$ cat src/dswpw_pkg.sv
package dswpw_pkg;

  localparam logic [7:0] CMD_COLUMN   = 8'h2A;
  localparam logic [7:0] CMD_PAGE     = 8'h2B;
  localparam logic [7:0] CMD_MEMWRITE = 8'h2C;

  localparam logic [1:0] FMT_WORD   = 2'd0;
  localparam logic [1:0] FMT_RGB565 = 2'd1;

  localparam logic REQ_WINDOW = 1'b0;

  localparam int unsigned STEP_W = 4;
  localparam logic [STEP_W-1:0] WIN_LAST_STEP  = 4'd10;
  localparam logic [STEP_W-1:0] BYTE_LAST_STEP = 4'd2;

  localparam int unsigned PADDR_W = 3;
  localparam logic        REG_FORMAT = 1'b0;

  typedef struct packed {
    logic        req_type;
    logic [15:0] win_x;
    logic [15:0] win_y;
    logic [15:0] win_width;
    logic [15:0] win_height;
    logic [23:0] pixel_in;
  } item_t;

  typedef struct packed {
    logic [15:0] data;
    logic        wide;
    logic        dc;
    logic        frame_end;
    logic        last;
  } res_t;

endpackage

$ cat src/dswpw_seq.sv
module dswpw_seq (
  input  logic             clk,
  input  logic             rst_n,
  input  logic             in_valid,
  output logic             in_stall,
  input  dswpw_pkg::item_t in_item,
  input  logic [1:0]       pixel_format,
  input  logic             res_ready,
  output logic             res_valid,
  output dswpw_pkg::res_t  res
);
  import dswpw_pkg::*;

  logic              item_v_r, item_v_nxt;
  item_t             item_r;
  logic [STEP_W-1:0] step_r, step_nxt;
  logic [31:0]       pix_left_r, pix_left_nxt;

  logic              is_win, drop, fire, done, accept, at_last;
  logic [STEP_W-1:0] last_step;
  logic [15:0]       x_end, y_end;
  logic [7:0]        px_byte;
  logic              px_fend;

  assign is_win    = item_r.req_type == REQ_WINDOW;
  assign drop      = !is_win && (pix_left_r == 32'd0);
  assign last_step = is_win ? WIN_LAST_STEP :
                     (pixel_format == FMT_WORD) ? '0 : BYTE_LAST_STEP;
  assign at_last   = step_r == last_step;
  assign res_valid = item_v_r && !drop;
  assign fire      = res_valid && res_ready;
  assign done      = item_v_r && (drop || (res_ready && at_last));
  assign in_stall  = item_v_r && !done;
  assign accept    = in_valid && !in_stall;

  assign x_end   = item_r.win_x + item_r.win_width - 16'd1;
  assign y_end   = item_r.win_y + item_r.win_height - 16'd1;
  assign px_fend = pix_left_r == 32'd1;

  always_comb begin
    px_byte = 8'h00;
    if (pixel_format == FMT_RGB565) begin
      case (step_r[1:0])
        2'd0:    px_byte = {item_r.pixel_in[4:0], 3'b000};
        2'd1:    px_byte = {item_r.pixel_in[10:5], 2'b00};
        default: px_byte = {item_r.pixel_in[15:11], 3'b000};
      endcase
    end else begin
      case (step_r[1:0])
        2'd0:    px_byte = item_r.pixel_in[23:16];
        2'd1:    px_byte = item_r.pixel_in[15:8];
        default: px_byte = item_r.pixel_in[7:0];
      endcase
    end
  end

  always_comb begin
    res = '{data: 16'h0000, wide: 1'b0, dc: 1'b1, frame_end: 1'b0, last: 1'b0};
    if (is_win) begin
      case (step_r)
        4'd0:    res.data = {8'h00, CMD_COLUMN};
        4'd1:    res.data = {8'h00, item_r.win_x[15:8]};
        4'd2:    res.data = {8'h00, item_r.win_x[7:0]};
        4'd3:    res.data = {8'h00, x_end[15:8]};
        4'd4:    res.data = {8'h00, x_end[7:0]};
        4'd5:    res.data = {8'h00, CMD_PAGE};
        4'd6:    res.data = {8'h00, item_r.win_y[15:8]};
        4'd7:    res.data = {8'h00, item_r.win_y[7:0]};
        4'd8:    res.data = {8'h00, y_end[15:8]};
        4'd9:    res.data = {8'h00, y_end[7:0]};
        default: res.data = {8'h00, CMD_MEMWRITE};
      endcase
      res.dc        = !(step_r == 4'd0 || step_r == 4'd5 || at_last);
      // address frames close after their end-low byte; 0x2C closes only if empty
      res.frame_end = step_r == 4'd4 || step_r == 4'd9 ||
                      (at_last && pix_left_r == 32'd0);
      res.last      = at_last;
    end else if (pixel_format == FMT_WORD) begin
      res.data      = item_r.pixel_in[15:0];
      res.wide      = 1'b1;
      res.frame_end = px_fend;
      res.last      = 1'b1;
    end else begin
      res.data      = {8'h00, px_byte};
      res.frame_end = at_last && px_fend;
      res.last      = at_last;
    end
  end

  always_comb begin
    item_v_nxt   = item_v_r;
    step_nxt     = step_r;
    pix_left_nxt = pix_left_r;
    if (fire && is_win && step_r == '0) begin
      pix_left_nxt = 32'(item_r.win_width) * 32'(item_r.win_height);
    end else if (fire && !is_win && at_last) begin
      pix_left_nxt = pix_left_r - 32'd1;
    end
    if (accept) begin
      item_v_nxt = 1'b1;
      step_nxt   = '0;
    end else if (done) begin
      item_v_nxt = 1'b0;
    end else if (fire) begin
      step_nxt = step_r + 4'd1;
    end
  end

  always_ff @(posedge clk) begin
    if (!rst_n) begin
      item_v_r   <= 1'b0;
      step_r     <= '0;
      pix_left_r <= 32'd0;
    end else begin
      item_v_r   <= item_v_nxt;
      step_r     <= step_nxt;
      pix_left_r <= pix_left_nxt;
    end
  end

  always_ff @(posedge clk) begin
    if (accept) begin
      item_r <= in_item;
    end
  end

endmodule

$ cat src/dbi_serial_window_pixel_writer.sv
// After its input transfer, the first result of an item passes through the item
// register, then the result register.
// Throughput: one result per cycle while out_stall is low; a window gives 11 results,
// a pixel 1 result in 16-bit word format or 3 results in the byte formats.
// A pixel with no open window is dropped without a result.
// Reset (rst_n, synchronous): empties the item and result registers, clears
// the pixel counter and sets pixel_format to 0.
module dbi_serial_window_pixel_writer (
  input  logic                         clk,
  input  logic                         rst_n,
  input  logic                         in_valid,
  output logic                         in_stall,
  input  logic                         in_req_type,
  input  logic [15:0]                  in_win_x,
  input  logic [15:0]                  in_win_y,
  input  logic [15:0]                  in_win_width,
  input  logic [15:0]                  in_win_height,
  input  logic [23:0]                  in_pixel_in,
  output logic                         out_valid,
  input  logic                         out_stall,
  output logic [15:0]                  out_data,
  output logic                         out_wide,
  output logic                         out_dc_flag,
  output logic                         out_frame_end,
  output logic                         out_last,
  input  logic                         psel,
  input  logic                         penable,
  input  logic                         pwrite,
  input  logic [dswpw_pkg::PADDR_W-1:0] paddr,
  input  logic [31:0]                  pwdata,
  output logic [31:0]                  prdata,
  output logic                         pready
);
  import dswpw_pkg::*;

  logic [1:0] fmt_r;
  logic       out_v_r;
  res_t       out_r;
  item_t      in_item;
  logic       res_ready, res_valid;
  res_t       res;

  assign in_item = '{req_type: in_req_type, win_x: in_win_x, win_y: in_win_y,
                     win_width: in_win_width, win_height: in_win_height,
                     pixel_in: in_pixel_in};

  // register transfer on the access cycle; only index 0 exists
  assign pready = 1'b1;
  assign prdata = (paddr[2] == REG_FORMAT) ? {30'd0, fmt_r} : 32'd0;

  always_ff @(posedge clk) begin
    if (!rst_n) begin
      fmt_r <= FMT_WORD;
    end else if (psel && penable && pwrite && pready && paddr[2] == REG_FORMAT) begin
      fmt_r <= pwdata[1:0];
    end
  end

  dswpw_seq u_seq (
    .clk          (clk),
    .rst_n        (rst_n),
    .in_valid     (in_valid),
    .in_stall     (in_stall),
    .in_item      (in_item),
    .pixel_format (fmt_r),
    .res_ready    (res_ready),
    .res_valid    (res_valid),
    .res          (res)
  );

  assign res_ready = !out_v_r || !out_stall;

  always_ff @(posedge clk) begin
    if (!rst_n) begin
      out_v_r <= 1'b0;
    end else if (res_ready) begin
      out_v_r <= res_valid;
    end
  end

  always_ff @(posedge clk) begin
    if (res_ready && res_valid) begin
      out_r <= res;
    end
  end

  assign out_valid     = out_v_r;
  assign out_data      = out_r.data;
  assign out_wide      = out_r.wide;
  assign out_dc_flag   = out_r.dc;
  assign out_frame_end = out_r.frame_end;
  assign out_last      = out_r.last;

endmodule
$ cat config.mk
export PLATFORM = sky130hd
export DESIGN_NAME = dbi_serial_window_pixel_writer
export DESIGN_NICKNAME = d
export VERILOG_FILES = /design/src/dswpw_pkg.sv /design/src/dswpw_seq.sv /design/src/dbi_serial_window_pixel_writer.sv
export SDC_FILE = /design/constraint.sdc
export NUM_CORES = 1
export LEC_CHECK = 0
export ABC_AREA = 1
export BUFFER_PORTS_ARGS = -buffer_cell sky130_fd_sc_hd__clkbuf_2
export CORE_ASPECT_RATIO = 1.5
export CORE_UTILIZATION = 40
export CTS_CLUSTER_SIZE = 10
export DETAILED_ROUTE_END_ITERATION = 6
export RECOVER_POWER = 100
export SLEW_MARGIN = 20
export SYNTH_ARGS = -nofsm -noshare
export SYNTH_HDL_FRONTEND = slang
export SYNTH_SLANG_ARGS = --single-unit
$ cat constraint.sdc
create_clock -name clk -period 6.9 [get_ports clk]
set_clock_uncertainty 0.15 [all_clocks]
set_input_delay 1.38 -clock clk [delete_from_list [all_inputs] [get_ports clk]]
set_output_delay 1.38 -clock clk [all_outputs]
set_load 0.05 [all_outputs]
==> results.md <==
- The total overflow left after global routing is 0.
- Of all nets on the critical path, the largest fanout is 17.
- The area of the mapped netlist is 18700 um^2.
- The number of resized instances in the post-cts repair step is 0.
- For the pin with the worst max-slew slack, the measured transition is 2550 ps.
- The type of element launching the critical path is a flop.
- Routability-driven placement finished with a final weighted congestion of 0.897.
- The kind of critical path is reg2reg.
- The share of Yosys cell area claimed by the top area cell type is 21.0%.
- The worst hold path was traced through 2 stages.
- The initial antenna violation count was 0.
- After the last flow step, the layout net total stands at 3076.
- The end point of the most critical hold path is u_seq.pix_left_r[1]$_SDFFE_PN0P_.
- The number of failing hold endpoints at the final stage is 0.
- The via total after detailed routing is 15868.
- Data arrives at the worst endpoint at 6500 ps.
- For the finished layout, the period the worst path requires is 6260 ps.
- Setup repair after global routing left no endpoint under its margin.
- The portion of the clock cycle consumed by the worst path in the final layout is 90.8%.
- The worst hold path belongs to the class reg2reg.
- The sequential share of the synthesized area is 21.8%.
- The region available for standard cell placement spans 46000 um^2.
- Using the TritonRoute via totals, the vias-per-cell ratio works out to 4.99.
- Counting flops with a built-in enable in the synthesized netlist gives 109.
- The total of endpoints with negative setup slack in the final report is 0.
- In this run the critical register-to-register path is captured at u_seq.pix_left_r[30]$_SDFFE_PN0P_.
- The row count is 96.
- The total I/O pin count is 186.
- The worst register-to-register path has a depth of 20.
- The number of warnings reported in the yosys synthesis log is 0.
- The number of buffers added by the clock tree synthesis step is 17.
- The number of optimization iterations in the first detailed-route pass is 7.
- The max-slew violation total from the final report is 86.
- The maximum buffer depth of the clock tree is 2.
- For this block, the routed nets add up to 52000 um of wire.
- Once the floorplan was initialized, standard cells occupied 40.7% of the core.
- The total setup buffers inserted after CTS is 0.
- The synthesized netlist contains 49 unique library cells.
- The die is 179 um wide.
- The first global-routing pass estimated 83900 um of wire.
- The die covers 47700 um^2.
- The flow ran to the end, but the final reports show violations.
- Setup total negative slack on the finished layout was measured at 0 ps.
- Detailed placement ended at an HPWL of 42900 um.
- 0 antenna diodes ended up in the layout.
- The final cell utilization of the core is 44.0%.
- Port buffering added 122 buffers.
- The pre-CTS setup slack is 796 ps.
- The mean instance size in the synthesized netlist is 7.47 um^2.
- The clock slew at the register clock pins of the worst setup and hold paths is 80 ps.
- The pin count of the biggest net entering global routing is 53.
- The number of global-route vias before repair is 16317.
- In this run the most critical hold path is launched from u_seq.pix_left_r[1]$_SDFFE_PN0P_.
- Sorting the synthesized cells by area gives the leading types as sky130_fd_sc_hd__fa_1 (21%), sky130_fd_sc_hd__edfxtp_1 (17%), sky130_fd_sc_hd__nand2_1 (13%), sky130_fd_sc_hd__inv_1 (12%), sky130_fd_sc_hd__ha_1 (11%).
- The fraction of registers with async set/reset is 0%.
- In this run, synthesis produced a sequential element count of 149.
- The tree is rooted in a sky130_fd_sc_hd__clkbuf_16.
- The average wire per cell in the routed design is 16.4 um.
- The highest achievable clock rate is 160 MHz.
- Synthesis handed over a netlist of 2508 instances.
- The CTS sink count is 149.
- The worst-case headroom to the max-slew limit is -71.0%.
- The tool flagged a number of max-cap violations equal to 2.
- The post-synthesis to final-layout area growth is 8.09%.
- At the later pin of the worst-skew pair, clock insertion delay measures 480 ps.
- The checks that failed: capacitance limit, slew limit.
- The die extent in y is 267 um.
- The H-tree was split into 4 levels.
- The ratio of cells with drive above 1 in the final layout is 5.59%.
- The number of nets still failing antenna checks after routing is 0.
- The number of buffers inserted for hold repair after clock tree synthesis is 0.
- The worst path setup slack after routing is 638 ps.
- For this run, the total global-route usage over all layers was measured as 23.1%.
- The DRC violation total after the first TritonRoute iteration is 856.
- The most instantiated flip-flop cell in the synthesis netlist is sky130_fd_sc_hd__edfxtp_1.
- STA classifies the critical path endpoint as a flop.
- Hold timing on the final database bottoms out at a slack of 336 ps.
- TritonCTS built the clock tree.
- The startpoint of the worst-slack reg-to-reg timing path is u_seq.item_r[48]$_DFFE_PP_.
- The setup slack on the worst flop-to-flop path is 640 ps.
- Summed over all instances, the cell type with the most area after synthesis is sky130_fd_sc_hd__fa_1.
- The data required time at the worst endpoint is 7140 ps.
- In the routed design, unresolved DRC markers number 0.
sequential cells by signal, summed over array words and instances, names as in the netlist:
| name | count |
|---|---|
| out_valid | 1 |
| u_seq.pix_left_r | 32 |
| out_data | 16 |
| fmt_r | 2 |
| u_seq.step_r | 4 |
| u_seq.item_v_r | 1 |
| out_last | 1 |
| out_frame_end | 1 |
| out_dc_flag | 1 |
| u_seq.item_r | 89 |
| out_wide | 1 |
metal layers:
metal,GRT usage [%],wire length (um),up-vias
li1,-,-,7690
met1,25.6,20100,7627
met2,43.0,27900,431
met3,3.02,1970,120
met4,10.5,1980,0
met5,0,0,-
critical path, stage by stage (launching register included):
cell	delay (ps)
sky130_fd_sc_hd__edfxtp_1	970
sky130_fd_sc_hd__nand2_1	190
sky130_fd_sc_hd__fa_1	460
sky130_fd_sc_hd__fa_1	550
sky130_fd_sc_hd__inv_1	60
sky130_fd_sc_hd__fa_1	560
sky130_fd_sc_hd__fa_1	460
sky130_fd_sc_hd__fa_1	510
sky130_fd_sc_hd__inv_1	50
sky130_fd_sc_hd__fa_1	480
sky130_fd_sc_hd__inv_1	40
sky130_fd_sc_hd__ha_1	330
sky130_fd_sc_hd__a21oi_1	280
sky130_fd_sc_hd__nand2_1	120
sky130_fd_sc_hd__a21oi_1	270
sky130_fd_sc_hd__nor2_1	120
sky130_fd_sc_hd__nor2_1	130
sky130_fd_sc_hd__nand2_1	60
sky130_fd_sc_hd__nand2_1	50
sky130_fd_sc_hd__nand3_1	110
sky130_fd_sc_hd__a21oi_1	210
per-stage QoR:
step / instances / area, um^2
2_1_floorplan: 2537 / 18800
3_3_place_gp: 3150 / 19700
3_5_place_dp: 3150 / 19700
4_1_cts: 3182 / 20300
5_1_grt: 3182 / 20200
6_report: 3182 / 20200
kinds of logic after synthesis:
kind of cell,share of synthesized area [%]
buf+inv,15.5
compound gates,6.41
simple gates,21.9
fa+ha+maj,32.2
flops,21.8
other cells,0.0401
mux,0.107
xor+xnor,2.01
layout make-up:
cell class | count | area (um^2)
fill | 4761 | 25800
multi-input combinational | 1656 | 11800
sequential | 149 | 4070
inverter | 618 | 2320
tap | 588 | 736
timing repair buffer | 139 | 684
clock buffer | 17 | 425
clock inverter | 15 | 180
synth_stat cells, types with 4 or more instances:
cell type / count
sky130_fd_sc_hd__nand2_1: 636
sky130_fd_sc_hd__inv_1: 613
sky130_fd_sc_hd__fa_1: 196
sky130_fd_sc_hd__nor2_1: 170
sky130_fd_sc_hd__ha_1: 168
sky130_fd_sc_hd__nand3_1: 124
sky130_fd_sc_hd__edfxtp_1: 109
sky130_fd_sc_hd__a21oi_1: 86
sky130_fd_sc_hd__clkbuf_1: 74
sky130_fd_sc_hd__o21ai_0: 74
sky130_fd_sc_hd__dfxtp_1: 40
sky130_fd_sc_hd__buf_4: 32
sky130_fd_sc_hd__xor2_1: 27
sky130_fd_sc_hd__nand4_1: 21
sky130_fd_sc_hd__xnor2_1: 16
sky130_fd_sc_hd__nor3_1: 14
sky130_fd_sc_hd__o22ai_1: 12
sky130_fd_sc_hd__nand3b_1: 11
sky130_fd_sc_hd__o21bai_1: 11
sky130_fd_sc_hd__o21ai_1: 9
sky130_fd_sc_hd__o221ai_1: 6
sky130_fd_sc_hd__or2_2: 5
sky130_fd_sc_hd__a31oi_1: 4
sky130_fd_sc_hd__nor2_2: 4
cell usage in the layout (no fill, tap or decap), types with 12 or more instances in the layout:
| cell type | count |
|---|---|
| sky130_fd_sc_hd__nand2_1 | 639 |
| sky130_fd_sc_hd__inv_1 | 613 |
| sky130_fd_sc_hd__fa_1 | 196 |
| sky130_fd_sc_hd__nor2_1 | 173 |
| sky130_fd_sc_hd__ha_1 | 168 |
| sky130_fd_sc_hd__nand3_1 | 124 |
| sky130_fd_sc_hd__edfxtp_1 | 109 |
| sky130_fd_sc_hd__clkbuf_2 | 88 |
| sky130_fd_sc_hd__a21oi_1 | 86 |
| sky130_fd_sc_hd__o21ai_0 | 75 |
| sky130_fd_sc_hd__dfxtp_1 | 40 |
| sky130_fd_sc_hd__clkbuf_1 | 37 |
| sky130_fd_sc_hd__conb_1 | 31 |
| sky130_fd_sc_hd__xor2_1 | 27 |
| sky130_fd_sc_hd__nand4_1 | 21 |
| sky130_fd_sc_hd__clkbuf_16 | 17 |
| sky130_fd_sc_hd__xnor2_1 | 16 |
| sky130_fd_sc_hd__nor3_1 | 14 |
| sky130_fd_sc_hd__buf_4 | 14 |
| sky130_fd_sc_hd__o22ai_1 | 12 |
worst max path at each step:
stage	from	endpoint
2_1_floorplan	u_seq.item_r[47]$_DFFE_PP_	u_seq.pix_left_r[16]$_SDFFE_PN0P_
3_3_place_gp	u_seq.item_r[49]$_DFFE_PP_	u_seq.pix_left_r[30]$_SDFFE_PN0P_
3_5_place_dp	u_seq.item_r[52]$_DFFE_PP_	u_seq.pix_left_r[30]$_SDFFE_PN0P_
4_1_cts	u_seq.item_r[48]$_DFFE_PP_	u_seq.pix_left_r[30]$_SDFFE_PN0P_
5_1_grt	u_seq.item_r[49]$_DFFE_PP_	u_seq.pix_left_r[16]$_SDFFE_PN0P_
6_report	u_seq.item_r[48]$_DFFE_PP_	u_seq.pix_left_r[30]$_SDFFE_PN0P_
Power is not shown: default switching activity piles up to over one toggle a cycle in this logic, so the estimate is an artifact.
